### src/sv/rls_pkg.sv
// Package: shared types and constants of the radio link supervisor.
`timescale 1ns / 1ps

package rls_pkg;

    localparam int TIMER_BITS = 16;
    localparam int COUNT_BITS = 8;
    localparam int TMO_W      = 16;
    localparam int LIM_W      = 8;
    localparam int CFG_IDX_W  = 3;
    localparam int CFG_DATA_W = 16;
    localparam int CMP_W      = 32;

    typedef enum logic [1:0] {
        MODE_UNKNOWN      = 2'd0,
        MODE_CONNECTING   = 2'd1,
        MODE_CONNECTED    = 2'd2,
        MODE_DISCONNECTED = 2'd3
    } t_mode;

    typedef enum logic [CFG_IDX_W-1:0] {
        CFG_MESSAGE_TIMEOUT   = 3'd0,
        CFG_INITIAL_TIMEOUT   = 3'd1,
        CFG_RECONNECT_TIMEOUT = 3'd2,
        CFG_MAX_DROPPED       = 3'd3,
        CFG_MIN_GOOD          = 3'd4,
        CFG_MAX_RECONNECTS    = 3'd5
    } t_cfg_idx;

    typedef struct packed {
        logic [TMO_W-1:0] frame_timeout_ms;
        logic [TMO_W-1:0] initial_timeout_ms;
        logic [TMO_W-1:0] reconnect_timeout_ms;
        logic [LIM_W-1:0] max_dropped_frames;
        logic [LIM_W-1:0] min_good_frames;
        logic [LIM_W-1:0] max_reconnects;
    } t_cfg;

    typedef struct packed {
        logic func;
        logic frame_parsed_ok;
        logic frame_is_channels;
        logic frame_type_supported;
    } t_item;

    // link_state sits in the lowest bits so the packed struct matches tdata
    typedef struct packed {
        logic  invalidate_channels;
        logic  forward_frame;
        logic  disconnect_event;
        logic  connect_event;
        logic  fatal_error;
        t_mode link_state;
    } t_result;

    localparam int RES_W = $bits(t_result);

endpackage

### src/sv/rls_cfg.sv
// Configuration register file of the radio link supervisor.
`timescale 1ns / 1ps

module rls_cfg (
    input  logic                           i_clk,
    input  logic                           i_rst_n,
    input  logic                           i_cfg_we,
    input  logic [rls_pkg::CFG_IDX_W-1:0]  i_cfg_idx,
    input  logic [rls_pkg::CFG_DATA_W-1:0] i_cfg_wdata,
    output rls_pkg::t_cfg                  o_cfg
);

    rls_pkg::t_cfg r_cfg;

    always_ff @(posedge i_clk) begin
        if (!i_rst_n) begin
            r_cfg.frame_timeout_ms     <= rls_pkg::TMO_W'(100);
            r_cfg.initial_timeout_ms   <= rls_pkg::TMO_W'(5000);
            r_cfg.reconnect_timeout_ms <= rls_pkg::TMO_W'(1000);
            r_cfg.max_dropped_frames   <= rls_pkg::LIM_W'(10);
            r_cfg.min_good_frames      <= rls_pkg::LIM_W'(5);
            r_cfg.max_reconnects       <= rls_pkg::LIM_W'(3);
        end else if (i_cfg_we) begin
            case (rls_pkg::t_cfg_idx'(i_cfg_idx))
                rls_pkg::CFG_MESSAGE_TIMEOUT: begin
                    r_cfg.frame_timeout_ms <= i_cfg_wdata[rls_pkg::TMO_W-1:0];
                end
                rls_pkg::CFG_INITIAL_TIMEOUT: begin
                    r_cfg.initial_timeout_ms <= i_cfg_wdata[rls_pkg::TMO_W-1:0];
                end
                rls_pkg::CFG_RECONNECT_TIMEOUT: begin
                    r_cfg.reconnect_timeout_ms <= i_cfg_wdata[rls_pkg::TMO_W-1:0];
                end
                rls_pkg::CFG_MAX_DROPPED: begin
                    r_cfg.max_dropped_frames <= i_cfg_wdata[rls_pkg::LIM_W-1:0];
                end
                rls_pkg::CFG_MIN_GOOD: begin
                    r_cfg.min_good_frames <= i_cfg_wdata[rls_pkg::LIM_W-1:0];
                end
                rls_pkg::CFG_MAX_RECONNECTS: begin
                    r_cfg.max_reconnects <= i_cfg_wdata[rls_pkg::LIM_W-1:0];
                end
                default: begin
                end
            endcase
        end
    end

    assign o_cfg = r_cfg;

endmodule

### src/sv/rls_core.sv
// Link state machine, saturating counters and timers of the supervisor.
`timescale 1ns / 1ps

module rls_core (
    input  logic             i_clk,
    input  logic             i_rst_n,
    input  logic             i_en,
    input  rls_pkg::t_item   i_item,
    input  rls_pkg::t_cfg    i_cfg,
    output rls_pkg::t_result o_res
);

    localparam int TB = rls_pkg::TIMER_BITS;
    localparam int CB = rls_pkg::COUNT_BITS;
    localparam int CW = rls_pkg::CMP_W;

    rls_pkg::t_mode r_mode, n_mode;
    logic           r_shut, n_shut;
    logic [CB-1:0]  r_missed, n_missed;
    logic [CB-1:0]  r_good, n_good;
    logic [CB-1:0]  r_recon, n_recon;
    logic [TB-1:0]  r_wait, n_wait;
    logic [TB-1:0]  r_rtimer, n_rtimer;

    logic [TB-1:0]  wait_inc, rtimer_inc;
    logic [CB-1:0]  missed_inc, good_inc, recon_inc;
    logic [rls_pkg::TMO_W-1:0] wait_lim;
    logic           timeout, miss, miss_hit, good_hit, recon_lim, rtimer_hit;
    logic           conn, disc, fwd, inval;

    // decode
    always_comb begin
        wait_inc   = (r_wait == '1) ? r_wait : r_wait + 1'b1;
        rtimer_inc = (r_rtimer == '1) ? r_rtimer : r_rtimer + 1'b1;
        missed_inc = (r_missed == '1) ? r_missed : r_missed + 1'b1;
        good_inc   = (r_good == '1) ? r_good : r_good + 1'b1;
        recon_inc  = (r_recon == '1) ? r_recon : r_recon + 1'b1;
        wait_lim   = (r_mode == rls_pkg::MODE_UNKNOWN) ? i_cfg.initial_timeout_ms
                                                       : i_cfg.frame_timeout_ms;
        timeout    = !r_shut && (r_mode != rls_pkg::MODE_DISCONNECTED) && !i_item.func
                     && (CW'(wait_inc) >= CW'(wait_lim));
        miss       = timeout || (i_item.func && !i_item.frame_parsed_ok);
        miss_hit   = CW'(missed_inc) >= CW'(i_cfg.max_dropped_frames);
        good_hit   = CW'(good_inc) >= CW'(i_cfg.min_good_frames);
        recon_lim  = CW'(r_recon) >= CW'(i_cfg.max_reconnects);
        rtimer_hit = CW'(rtimer_inc) >= CW'(i_cfg.reconnect_timeout_ms);
    end

    // next state
    always_comb begin
        n_mode   = r_mode;
        n_shut   = r_shut;
        n_missed = r_missed;
        n_good   = r_good;
        n_recon  = r_recon;
        n_wait   = r_wait;
        n_rtimer = r_rtimer;
        if (!r_shut) begin
            if (r_mode != rls_pkg::MODE_DISCONNECTED) begin
                n_wait = (i_item.func || timeout) ? '0 : wait_inc;
            end
            case (r_mode)
                rls_pkg::MODE_UNKNOWN: begin
                    if (timeout) begin
                        n_shut = 1'b1;
                        n_mode = rls_pkg::MODE_DISCONNECTED;
                    end else if (i_item.func && i_item.frame_parsed_ok
                                 && i_item.frame_is_channels) begin
                        n_mode = rls_pkg::MODE_CONNECTING;
                    end
                end
                rls_pkg::MODE_CONNECTING, rls_pkg::MODE_CONNECTED: begin
                    if (miss) begin
                        n_missed = missed_inc;
                        if (r_mode == rls_pkg::MODE_CONNECTING) begin
                            n_good = '0;
                        end
                        if (miss_hit) begin
                            n_mode   = rls_pkg::MODE_DISCONNECTED;
                            n_missed = '0;
                            n_good   = '0;
                            n_rtimer = '0;
                            n_wait   = '0;
                            n_shut   = recon_lim;
                        end
                    end else if (r_mode == rls_pkg::MODE_CONNECTING) begin
                        if (i_item.func) begin
                            n_good = good_inc;
                            if (good_hit) begin
                                n_mode   = rls_pkg::MODE_CONNECTED;
                                n_missed = '0;
                                n_good   = '0;
                            end
                        end
                    end else if (i_item.func && i_item.frame_type_supported) begin
                        n_missed = '0;
                    end
                end
                default: begin
                    if (i_item.func) begin
                        if (i_item.frame_parsed_ok) begin
                            n_recon  = recon_inc;
                            n_rtimer = '0;
                            n_wait   = '0;
                            n_mode   = rls_pkg::MODE_CONNECTING;
                        end
                    end else begin
                        n_rtimer = rtimer_inc;
                        if (rtimer_hit) begin
                            n_shut = 1'b1;
                        end
                    end
                end
            endcase
        end
    end

    // events
    always_comb begin
        conn  = 1'b0;
        disc  = 1'b0;
        fwd   = 1'b0;
        inval = 1'b0;
        if (!r_shut) begin
            case (r_mode)
                rls_pkg::MODE_UNKNOWN: begin
                    disc = timeout;
                end
                rls_pkg::MODE_CONNECTING: begin
                    conn = !miss && i_item.func && good_hit;
                    disc = miss && miss_hit && recon_lim;
                end
                rls_pkg::MODE_CONNECTED: begin
                    fwd   = !miss && i_item.func && i_item.frame_type_supported;
                    disc  = miss && miss_hit;
                    inval = miss && miss_hit;
                end
                default: begin
                    disc = !i_item.func && rtimer_hit;
                end
            endcase
        end
    end

    always_ff @(posedge i_clk) begin
        if (!i_rst_n) begin
            r_mode   <= rls_pkg::MODE_UNKNOWN;
            r_shut   <= 1'b0;
            r_missed <= '0;
            r_good   <= '0;
            r_recon  <= '0;
            r_wait   <= '0;
            r_rtimer <= '0;
        end else if (i_en) begin
            r_mode   <= n_mode;
            r_shut   <= n_shut;
            r_missed <= n_missed;
            r_good   <= n_good;
            r_recon  <= n_recon;
            r_wait   <= n_wait;
            r_rtimer <= n_rtimer;
        end
    end

    assign o_res.link_state          = n_mode;
    assign o_res.fatal_error         = n_shut;
    assign o_res.connect_event       = conn;
    assign o_res.disconnect_event    = disc;
    assign o_res.forward_frame       = fwd;
    assign o_res.invalidate_channels = inval;

endmodule

### src/sv/radio_link_supervisor.sv
// Top level of the radio link supervisor: stream channels, pipeline and checks.
//
// Input stream (s_axis): one transfer per 1 ms tick or frame report; tuser
// selects the kind (0 tick, 1 frame), tdata carries the frame flags.
// Output stream (m_axis): exactly one result transfer per input transfer,
// in order: link state, fatal error and the event pulses of that item.
// Configuration: i_cfg_we writes i_cfg_wdata to register i_cfg_idx at the
// clock edge; write only while no transfer is in flight.
// Pipeline: the input register loads at the input transfer, the result register
// loads from it when the output can take it, and the result transfers from there.
// Throughput: one transfer per cycle while m_axis_tready is high; the state update
// is a single pass through the link state machine between the two registers.
// Reset: registers return to defaults, link state unknown, counters and
// timers cleared, pipeline empty.
// Stall: while m_axis_tready is low a waiting result holds in the result register; one
// more item is taken into the input register, then s_axis_tready drops.
`timescale 1ns / 1ps

module radio_link_supervisor (
    input  logic                           i_clk,
    input  logic                           i_rst_n,
    input  logic                           s_axis_tvalid,
    output logic                           s_axis_tready,
    input  logic [7:0]                     s_axis_tdata,  // parsed_ok, is_channels, supported
    input  logic [0:0]                     s_axis_tuser,  // func
    output logic                           m_axis_tvalid,
    input  logic                           m_axis_tready,
    // link_state[1:0], fatal_error, connect_event, disconnect_event,
    // forward_frame, invalidate_channels
    output logic [7:0]                     m_axis_tdata,
    input  logic                           i_cfg_we,
    input  logic [rls_pkg::CFG_IDX_W-1:0]  i_cfg_idx,
    input  logic [rls_pkg::CFG_DATA_W-1:0] i_cfg_wdata
);

    rls_pkg::t_cfg    w_cfg;
    rls_pkg::t_item   r_in;
    rls_pkg::t_result r_out;
    rls_pkg::t_result w_res;
    logic             r_in_valid;
    logic             r_out_valid;
    logic             w_take;
    logic             w_adv;
    logic             w_s_xfer;

    assign w_take        = !r_out_valid || m_axis_tready;
    assign w_adv         = r_in_valid && w_take;
    assign s_axis_tready = !r_in_valid || w_take;
    assign w_s_xfer      = s_axis_tvalid && s_axis_tready;

    rls_cfg u_cfg (
        .i_clk       (i_clk),
        .i_rst_n     (i_rst_n),
        .i_cfg_we    (i_cfg_we),
        .i_cfg_idx   (i_cfg_idx),
        .i_cfg_wdata (i_cfg_wdata),
        .o_cfg       (w_cfg)
    );

    rls_core u_core (
        .i_clk   (i_clk),
        .i_rst_n (i_rst_n),
        .i_en    (w_adv),
        .i_item  (r_in),
        .i_cfg   (w_cfg),
        .o_res   (w_res)
    );

    always_ff @(posedge i_clk) begin
        if (!i_rst_n) begin
            r_in_valid  <= 1'b0;
            r_out_valid <= 1'b0;
        end else begin
            if (w_s_xfer) begin
                r_in_valid <= 1'b1;
            end else if (w_adv) begin
                r_in_valid <= 1'b0;
            end
            if (w_adv) begin
                r_out_valid <= 1'b1;
            end else if (m_axis_tready) begin
                r_out_valid <= 1'b0;
            end
        end
    end

    always_ff @(posedge i_clk) begin
        if (w_s_xfer) begin
            r_in.func                 <= s_axis_tuser[0];
            r_in.frame_parsed_ok      <= s_axis_tdata[0];
            r_in.frame_is_channels    <= s_axis_tdata[1];
            r_in.frame_type_supported <= s_axis_tdata[2];
        end
        if (w_adv) begin
            r_out <= w_res;
        end
    end

    assign m_axis_tvalid = r_out_valid;
    assign m_axis_tdata  = {{(8 - rls_pkg::RES_W){1'b0}}, r_out};

    a_stall_only_when_full: assert property (@(posedge i_clk) disable iff (!i_rst_n)
        !s_axis_tready |-> (r_in_valid && r_out_valid && !m_axis_tready))
        else $error("input stalled while pipeline has room");

    a_connect_state: assert property (@(posedge i_clk) disable iff (!i_rst_n)
        (r_out_valid && (r_out.connect_event || r_out.forward_frame))
        |-> (r_out.link_state == rls_pkg::MODE_CONNECTED && !r_out.fatal_error))
        else $error("connect or forward outside connected state");

    a_disconnect_state: assert property (@(posedge i_clk) disable iff (!i_rst_n)
        (r_out_valid && (r_out.disconnect_event || r_out.fatal_error))
        |-> (r_out.link_state == rls_pkg::MODE_DISCONNECTED))
        else $error("disconnect or fatal without disconnected state");

    a_invalidate_with_disc: assert property (@(posedge i_clk) disable iff (!i_rst_n)
        (r_out_valid && r_out.invalidate_channels) |-> r_out.disconnect_event)
        else $error("invalidate without disconnect event");

    a_fatal_sticky: assert property (@(posedge i_clk) disable iff (!i_rst_n)
        (w_adv && r_out_valid && r_out.fatal_error) |=> r_out.fatal_error)
        else $error("fatal error cleared without reset");

endmodule

### config.mk
export PLATFORM = sky130hd
export DESIGN_NAME = radio_link_supervisor
export DESIGN_NICKNAME = d
export VERILOG_FILES = /design/src/sv/rls_pkg.sv /design/src/sv/rls_cfg.sv /design/src/sv/rls_core.sv /design/src/sv/radio_link_supervisor.sv
export SDC_FILE = /design/constraint.sdc
export NUM_CORES = 1
export LEC_CHECK = 0
export ABC_AREA = 1
export BUFFER_PORTS_ARGS = -buffer_cell sky130_fd_sc_hd__buf_4
export CORE_MARGIN = 3
export CORE_UTILIZATION = 45
export CTS_BUF_LIST = sky130_fd_sc_hd__clkbuf_8
export DETAILED_ROUTE_END_ITERATION = 16
export PLACE_DENSITY = 0.66
export SYNTH_ARGS = -nofsm -noshare
export SYNTH_HDL_FRONTEND = slang
export SYNTH_HIERARCHICAL = 1
export SYNTH_SLANG_ARGS = --single-unit
export TNS_END_PERCENT = 30
### constraint.sdc
create_clock -name i_clk -period 4 [get_ports i_clk]
set_input_delay 0.4 -clock i_clk [delete_from_list [all_inputs] [get_ports i_clk]]
set_output_delay 0.4 -clock i_clk [all_outputs]
set_load 0.02 [all_outputs]
==> run metrics, run 1 <==
io pins 43; R2R Path Start u_core/r_wait[0]; area occupied by multi-input gates about 5200 um^2; WL final 22000 um; Synth cell types 46; hpwl dp roughly 16000 um; PD cells 311 nW/um^2; layout cell share with drive strength beyond 1 between 10% and 20%; post-synth top area share between 20% and 30%; Hold Vio Cnt, Final 0; global-route wire length before repair between 30000 and 40000 um; Rel. slew slack a little over two fifths; Worst-path clk slew approximately 80 ps; Starting Density between 40% and 50%; most frequent CP cell nand2_1; crit path max-delay cell type dfxtp_1; Layout area overhead 9.02%; Startpoint Class register; GP Congestion roughly 0.87; vias in the first global route approximately 7600; minimum clock period ~3600 ps; WHS Endpoint r_in[0]; final slew viol count 0; CTS Buffer Depth 2; IO Port Bufs 36; FFs w/ async S/R, synth 0%; Worst Reg-to-Reg Cells 26; leakage power ~0.0046 uW; Hold Path Depth 1; DR iter-0 viols 530; area post-placement 9490 um^2; CTS root buf clkbuf_8; HP Start s_axis_tdata[2]; Total Neg Setup Slack 0 ps; Post-Synthesis Cell Area between 9000 and 10000 um^2; Post-synth EDFFs 11; row count between 50 and 60; CTS tree done; CP peak stage delay approximately 460 ps; CORE AREA slightly below 20000 um^2; Inserted Clock Buffers 17; Max-Cap Viols 0; final instance area approximately 10000 um^2; register bit total from synthesis 144; DIE AREA 21900 um^2; Die H between 100 and 150 um; DR DRC count 0; most common flop cell mapped by yosys dfxtp_1; die extent in x 148 um; fin cells about 1600; Antenna Nets Post-Route 0; Crit. End Element register; drt first pass iters 5; Vias/cell just over 5; maximum vdd drop 200 uV; Net Count, Synth ~1400; via count approximately 8300; final setup vio count 0; largest net degree at the start of global routing 86; global-route usage over all layers 20.6%; largest cells by area after synthesis dfxtp_1 (29%), nand2_1 (14%), ha_1 (9.1%); syn_area_per_cell approximately 6.7 um^2; Data required, critical path ~4300 ps; clk sink count between 100 and 150; post-synthesis sequential area ratio around 33%; R2R Setup Slk 380 ps; Fillers approximately 2100; worst setup path class register to register; initial antenna violation count 0; Arr. time, crit path between 3000 and 4000 ps; crit path max fanout 22; Register Area between 2000 and 3000 um^2; Reg2Reg Capture Point u_core/r_rtimer[3]; Hold Path Class input pin to register; Slew @ Worst Pin slightly below 900 ps; Max Freq between 200 and 300 MHz; Cells after Synth 1347; RSZ-0062 raised after global routing false; # placed instances around 1600; wire length per cell between 10 and 15 um; clock skew between 10 and 15 ps; status finished, final reports clean; synth warn 6; # nets final around 1500; global route overflow 0; biggest area consumer among synthesized cells dfxtp_1; H-Tree Depth 4; final period utilization approximately nine tenths; antenna diode count 0; clock latency on the worst-skew pair roughly 460 ps
==> where the power goes <==
| part | internal [uW] | total (uW) | leakage [uW] | switching [uW] |
|---|---|---|---|---|
| sequential | 1490 | 1520 | 0.00118 | 26.1 |
| combinational | 122 | 365 | 0.00321 | 243 |
| clock | 607 | 1190 | 0.000212 | 586 |
==> kinds of logic (layout without fill, tap and decap cells) <==
group,after synthesis,in the layout,synth area share [%]
fa+ha+maj,66,66,9.10
compound gates,172,172,9.93
other cells,1,1,0.0413
buf+inv,215,245,9.82
mux,15,15,1.65
flops,144,144,33.0
simple gates,711,711,34.1
xor+xnor,23,23,2.38
==> area by class of cell <==
class	instances	share of cell area, %
Sequential cell	144	30.2
Multi-Input combinational cell	988	52.5
Inverter	168	6.40
Clock inverter	12	1.29
Timing Repair Buffer	45	3.41
Tap cell	265	3.35
Clock buffer	20	2.78
==> routing by layer <==
layer	up-vias	part of all wire, %	GRT usage [%]
met2	188	44	32.2
met1	3779	50	29.6
met3	16	5.1	3.43
met4	0	0.82	4.99
li1	4358	-	-
met5	-	0	0
==> Yosys cell counts (all sizes together) (3+ instances only) <==
master	n
ha	66
mux2i	15
clkbuf	16
buf	31
nand3	122
nor2	188
nor3	33
nand4	10
a21oi	106
inv	168
edfxtp	11
xor2	21
o21ai	54
nand2	351
dfxtp	133
o21a	3
==> cell usage in the layout (no fill, tap or decap), drive strengths merged <==
cell      Yosys  final
o31ai         1      1
a31oi         1      1
clkinv        0      3
conb          1      1
nand3b        2      2
edfxtp       11     11
a21oi       106    106
xnor2         2      2
dfxtp       133    133
nand2       351    351
o21a          3      3
nand4        10     10
inv         168    174
nor4          2      2
a21boi        1      1
a31o          1      1
nor3         33     33
nor2        188    188
and2          1      1
o21bai        1      1
ha           66     66
mux2i        15     15
o211ai        1      1
xor2         21     21
o21ai        54     54
a211oi        1      1
nand3       122    122
buf          31     45
bufinv        0      2
clkbuf       16     20
o2111ai       1      1
a221oi        1      1
nor3b         2      2
clkinvlp      0      1
==> timing repair <==
item,CTS,global route
setup buffers,0,0
hold buffers,0,0
resized for setup,0,3
setup endpoints to repair,0,11
==> critical path: cells and delay by family (launching register included) <==
family	cells	cell delay (ps)
compound gates	1	70
simple gates	22	2090
buf+inv	1	240
fa+ha+maj	2	570
flops	1	460
==> metrics by stage <==
stage	power, uW	utilization, %	worst slack, ps	hold WS [ps]
final	3070	50.3	376	123
after global routing	3230	50.3	1.50	87.6
after CTS	3110	50.3	314	94.7
after detailed placement	1910	48.3	328	449
after global placement	1910	48.3	382	446
after floorplan	1800	-	734	429
==> registers in the layout, summed over array words and instances (netlist names) <==
name / cells
u_cfg/o_cfg: 72
u_core/r_rtimer: 16
u_core/r_wait: 16
u_core/r_good: 8
u_core/r_missed: 8
u_core/r_recon: 8
m_axis_tdata: 7
r_in: 4
u_core/r_mode: 2
m_axis_tvalid: 1
r_in_valid: 1
u_core/r_shut: 1
==> worst max-delay path by stage <==
| stage | to | slack [ps] | startpoint |
|---|---|---|---|
| after floorplan | m_axis_tdata[4] | 730 | u_core/r_mode[0] |
| after detailed placement | u_core/r_rtimer[3] | 330 | u_core/r_wait[0] |
| after CTS | u_core/r_rtimer[3] | 310 | u_core/r_wait[0] |
| after global placement | u_core/r_rtimer[3] | 380 | u_core/r_wait[0] |
| final | u_core/r_rtimer[3] | 380 | u_core/r_wait[0] |
| after global routing | u_core/r_rtimer[11] | 1 | u_core/r_wait[0] |
No activity file was read; power rests on OpenSTA's default activity.
==> run 2: changes to the inputs <==
ABC_AREA = 0   (was 1)
CORE_UTILIZATION = 55   (was 45)
PLACE_DENSITY = 0.78   (was 0.66)
==> run metrics, run 2 <==
status finished, final reports clean; biggest area consumer among synthesized cells dfxtp_1; CTS Buffer Depth 2; Layout area overhead 11.1%; Startpoint Class register; via count around 7000; vias in the first global route around 6600; post-synth top area share 31.2%; hpwl dp ~14000 um; Reg2Reg Capture Point m_axis_tdata[0]; most frequent cells in the layout dfxtp_1 (131), nand2_1 (123), mux2i_1 (91); RSZ-0062 raised after global routing false; commonest cells in the netlist dfxtp_1 (133), nand2_1 (124), mux2i_1 (91); Post-synth EDFFs 11; leakage power about 0.0042 uW; Arr. time, crit path 3910 ps; H-Tree Depth 4; drt first pass iters 6; fin cells about 1200; # placed instances around 1200; global-route usage over all layers roughly a quarter; Largest register FFs 72; CTS tree done; largest net degree at the start of global routing ~60; global-route wire length before repair 32100 um; Post-Synthesis Cell Area approximately 8500 um^2; Starting Density 57.4%; Worst Reg-to-Reg Cells 14; final period utilization between 90% and 100%; CORE AREA 14900 um^2; Total Neg Setup Slack 0 ps; Hold Vio Cnt, Final 0; Hold Path Depth 1; clk sink count about 140; layout cell share with drive strength beyond 1 a little over an eighth; GP Congestion around 0.92; most common flop cell mapped by yosys dfxtp_1; post-synthesis sequential area ratio 35.1%; DR DRC count 0; Register Area ~3000 um^2; clock skew 11.4 ps; die extent in x ~130 um; WHS Endpoint r_in[2]; synth warn 6; io pins 43; final setup vio count 0; final core utilization a little under two thirds; Fillers about 1300; area post-placement ~9000 um^2; global route overflow 0; Max-Cap Viols 0; initial antenna violation count 0; HP Start s_axis_tdata[0]; final instance area 9480 um^2; row count between 40 and 50; Data required, critical path about 4200 ps; CTS root buf clkbuf_8; final slew viol count 0; Max Freq around 270 MHz; DIE AREA 17000 um^2; clock latency on the worst-skew pair ~450 ps; Worst-path clk slew 80 ps; PD cells approximately 300 nW/um^2; most frequent cell after synthesis dfxtp_1; Antenna Nets Post-Route 0; minimum clock period 3730 ps; Rel. slew slack between 30% and 40%; most common cell after layout, fill and taps aside dfxtp_1; Die H 131 um; R2R Path Start u_core/r_wait[1]; Crit. End Element register; FFs w/ async S/R, synth 0%; crit path max fanout 7; Synth cell types 80; maximum vdd drop ~230 uV; IO Port Bufs 36; Cells after Synth roughly 970; DR iter-0 viols roughly 630; wire length per cell approximately 16 um; area occupied by multi-input gates between 5000 and 6000 um^2; WL final 19400 um; Hold Path Class input pin to register; Vias/cell 5.83; largest cells by area after synthesis dfxtp_1 (31%), mux2i_1 (11%), ha_1 (9.7%); antenna diode count 0; # nets final ~1100; Inserted Clock Buffers 17; syn_area_per_cell 8.83 um^2; Slew @ Worst Pin slightly above 1000 ps; R2R Setup Slk 270 ps; register bit total from synthesis ~140; worst setup path class register to register; Net Count, Synth about 1100
-- run 2: cell types whose count changed after synthesis, sizes merged, moves of 24 or more --
cell	previous run	this run
nor2b	0	36
nand3	122	43
a21oi	106	42
inv	168	54
xnor2	2	26
nand2	351	124
nor2	188	43
mux2i	15	91
-- run 2: where the power goes --
group | switching (uW) | internal [uW] | total (uW)
Sequential | 19.1 | 1480 | 1500
Combinational | 156 | 110 | 265
Clock | 570 | 524 | 1090
-- run 2: repair_timing --
action / in CTS / in global routing
gates resized for setup: 1 / 15
buffers inserted: 0 / 1
endpoints found under the setup margin: 1 / 52
pin swaps: 0 / 2
hold buffers: 0 / 0
-- run 2: kinds of logic after synthesis --
family	count (synthesis)	synth area share, %
multiplexers	92	10.8
adder cells (fa/ha/maj)	66	9.68
AO/OA/AOI/OAI	193	15.6
buffers and inverters	103	5.31
other	1	0.0439
XOR/XNOR	34	3.49
flip-flops	144	35.1
AND/OR/NAND/NOR	333	20.0
-- run 2: stage by stage --
| stage | hold slack, ps | worst slack (ps) | power [uW] |
|---|---|---|---|
| floorplan | 431 | 155 | 1700 |
| global placement | 442 | 80.2 | 1780 |
| detailed placement | 445 | 4.20 | 1790 |
| CTS | 92.3 | 0.913 | 2880 |
| global route | 82.5 | 17.8 | 2980 |
| finish | 123 | 269 | 2850 |
-- run 2: worst max-delay path by stage --
stage,start,endpoint,depth (start not counted)
finish,u_core/r_wait[1],m_axis_tdata[0],14
global route,u_core/r_wait[0],m_axis_tdata[0],14
CTS,u_core/r_wait[6],m_axis_tdata[0],15
detailed placement,u_core/r_wait[6],m_axis_tdata[1],14
global placement,u_core/r_wait[6],m_axis_tdata[1],14
floorplan,u_core/r_mode[0],u_core/r_rtimer[13],15
-- run 2: worst max-delay path, cell delays in order (launching register included) --
cell and delay (ps):
dfxtp_1 340, ha_2 220, nand3_2 150, or4_4 630, xnor2_2 160, ha_1 290, nand2b_4 150, a2111oi_4 330
o21ai_1 130, a31oi_1 230, buf_4 150, o22ai_1 130, a21o_1 190, a221oi_2 260, a22oi_1 100
-- run 2: per-layer routing --
metal	vias up	track usage (%)	wire length, um
li1	3504	-	-
met1	3302	30.9	8860
met2	172	37.9	9060
met3	28	6.34	1160
met4	0	7.26	312
met5	-	0	0
-- run 2: final cells by class --
type | count | area share (%)
clock inverters | 13 | 1.16
repair buffers | 66 | 5.36
clock buffers | 19 | 2.76
multi-input cells | 719 | 54.5
flip-flops and latches | 144 | 31.6
well taps | 184 | 2.43
inverters | 56 | 2.22
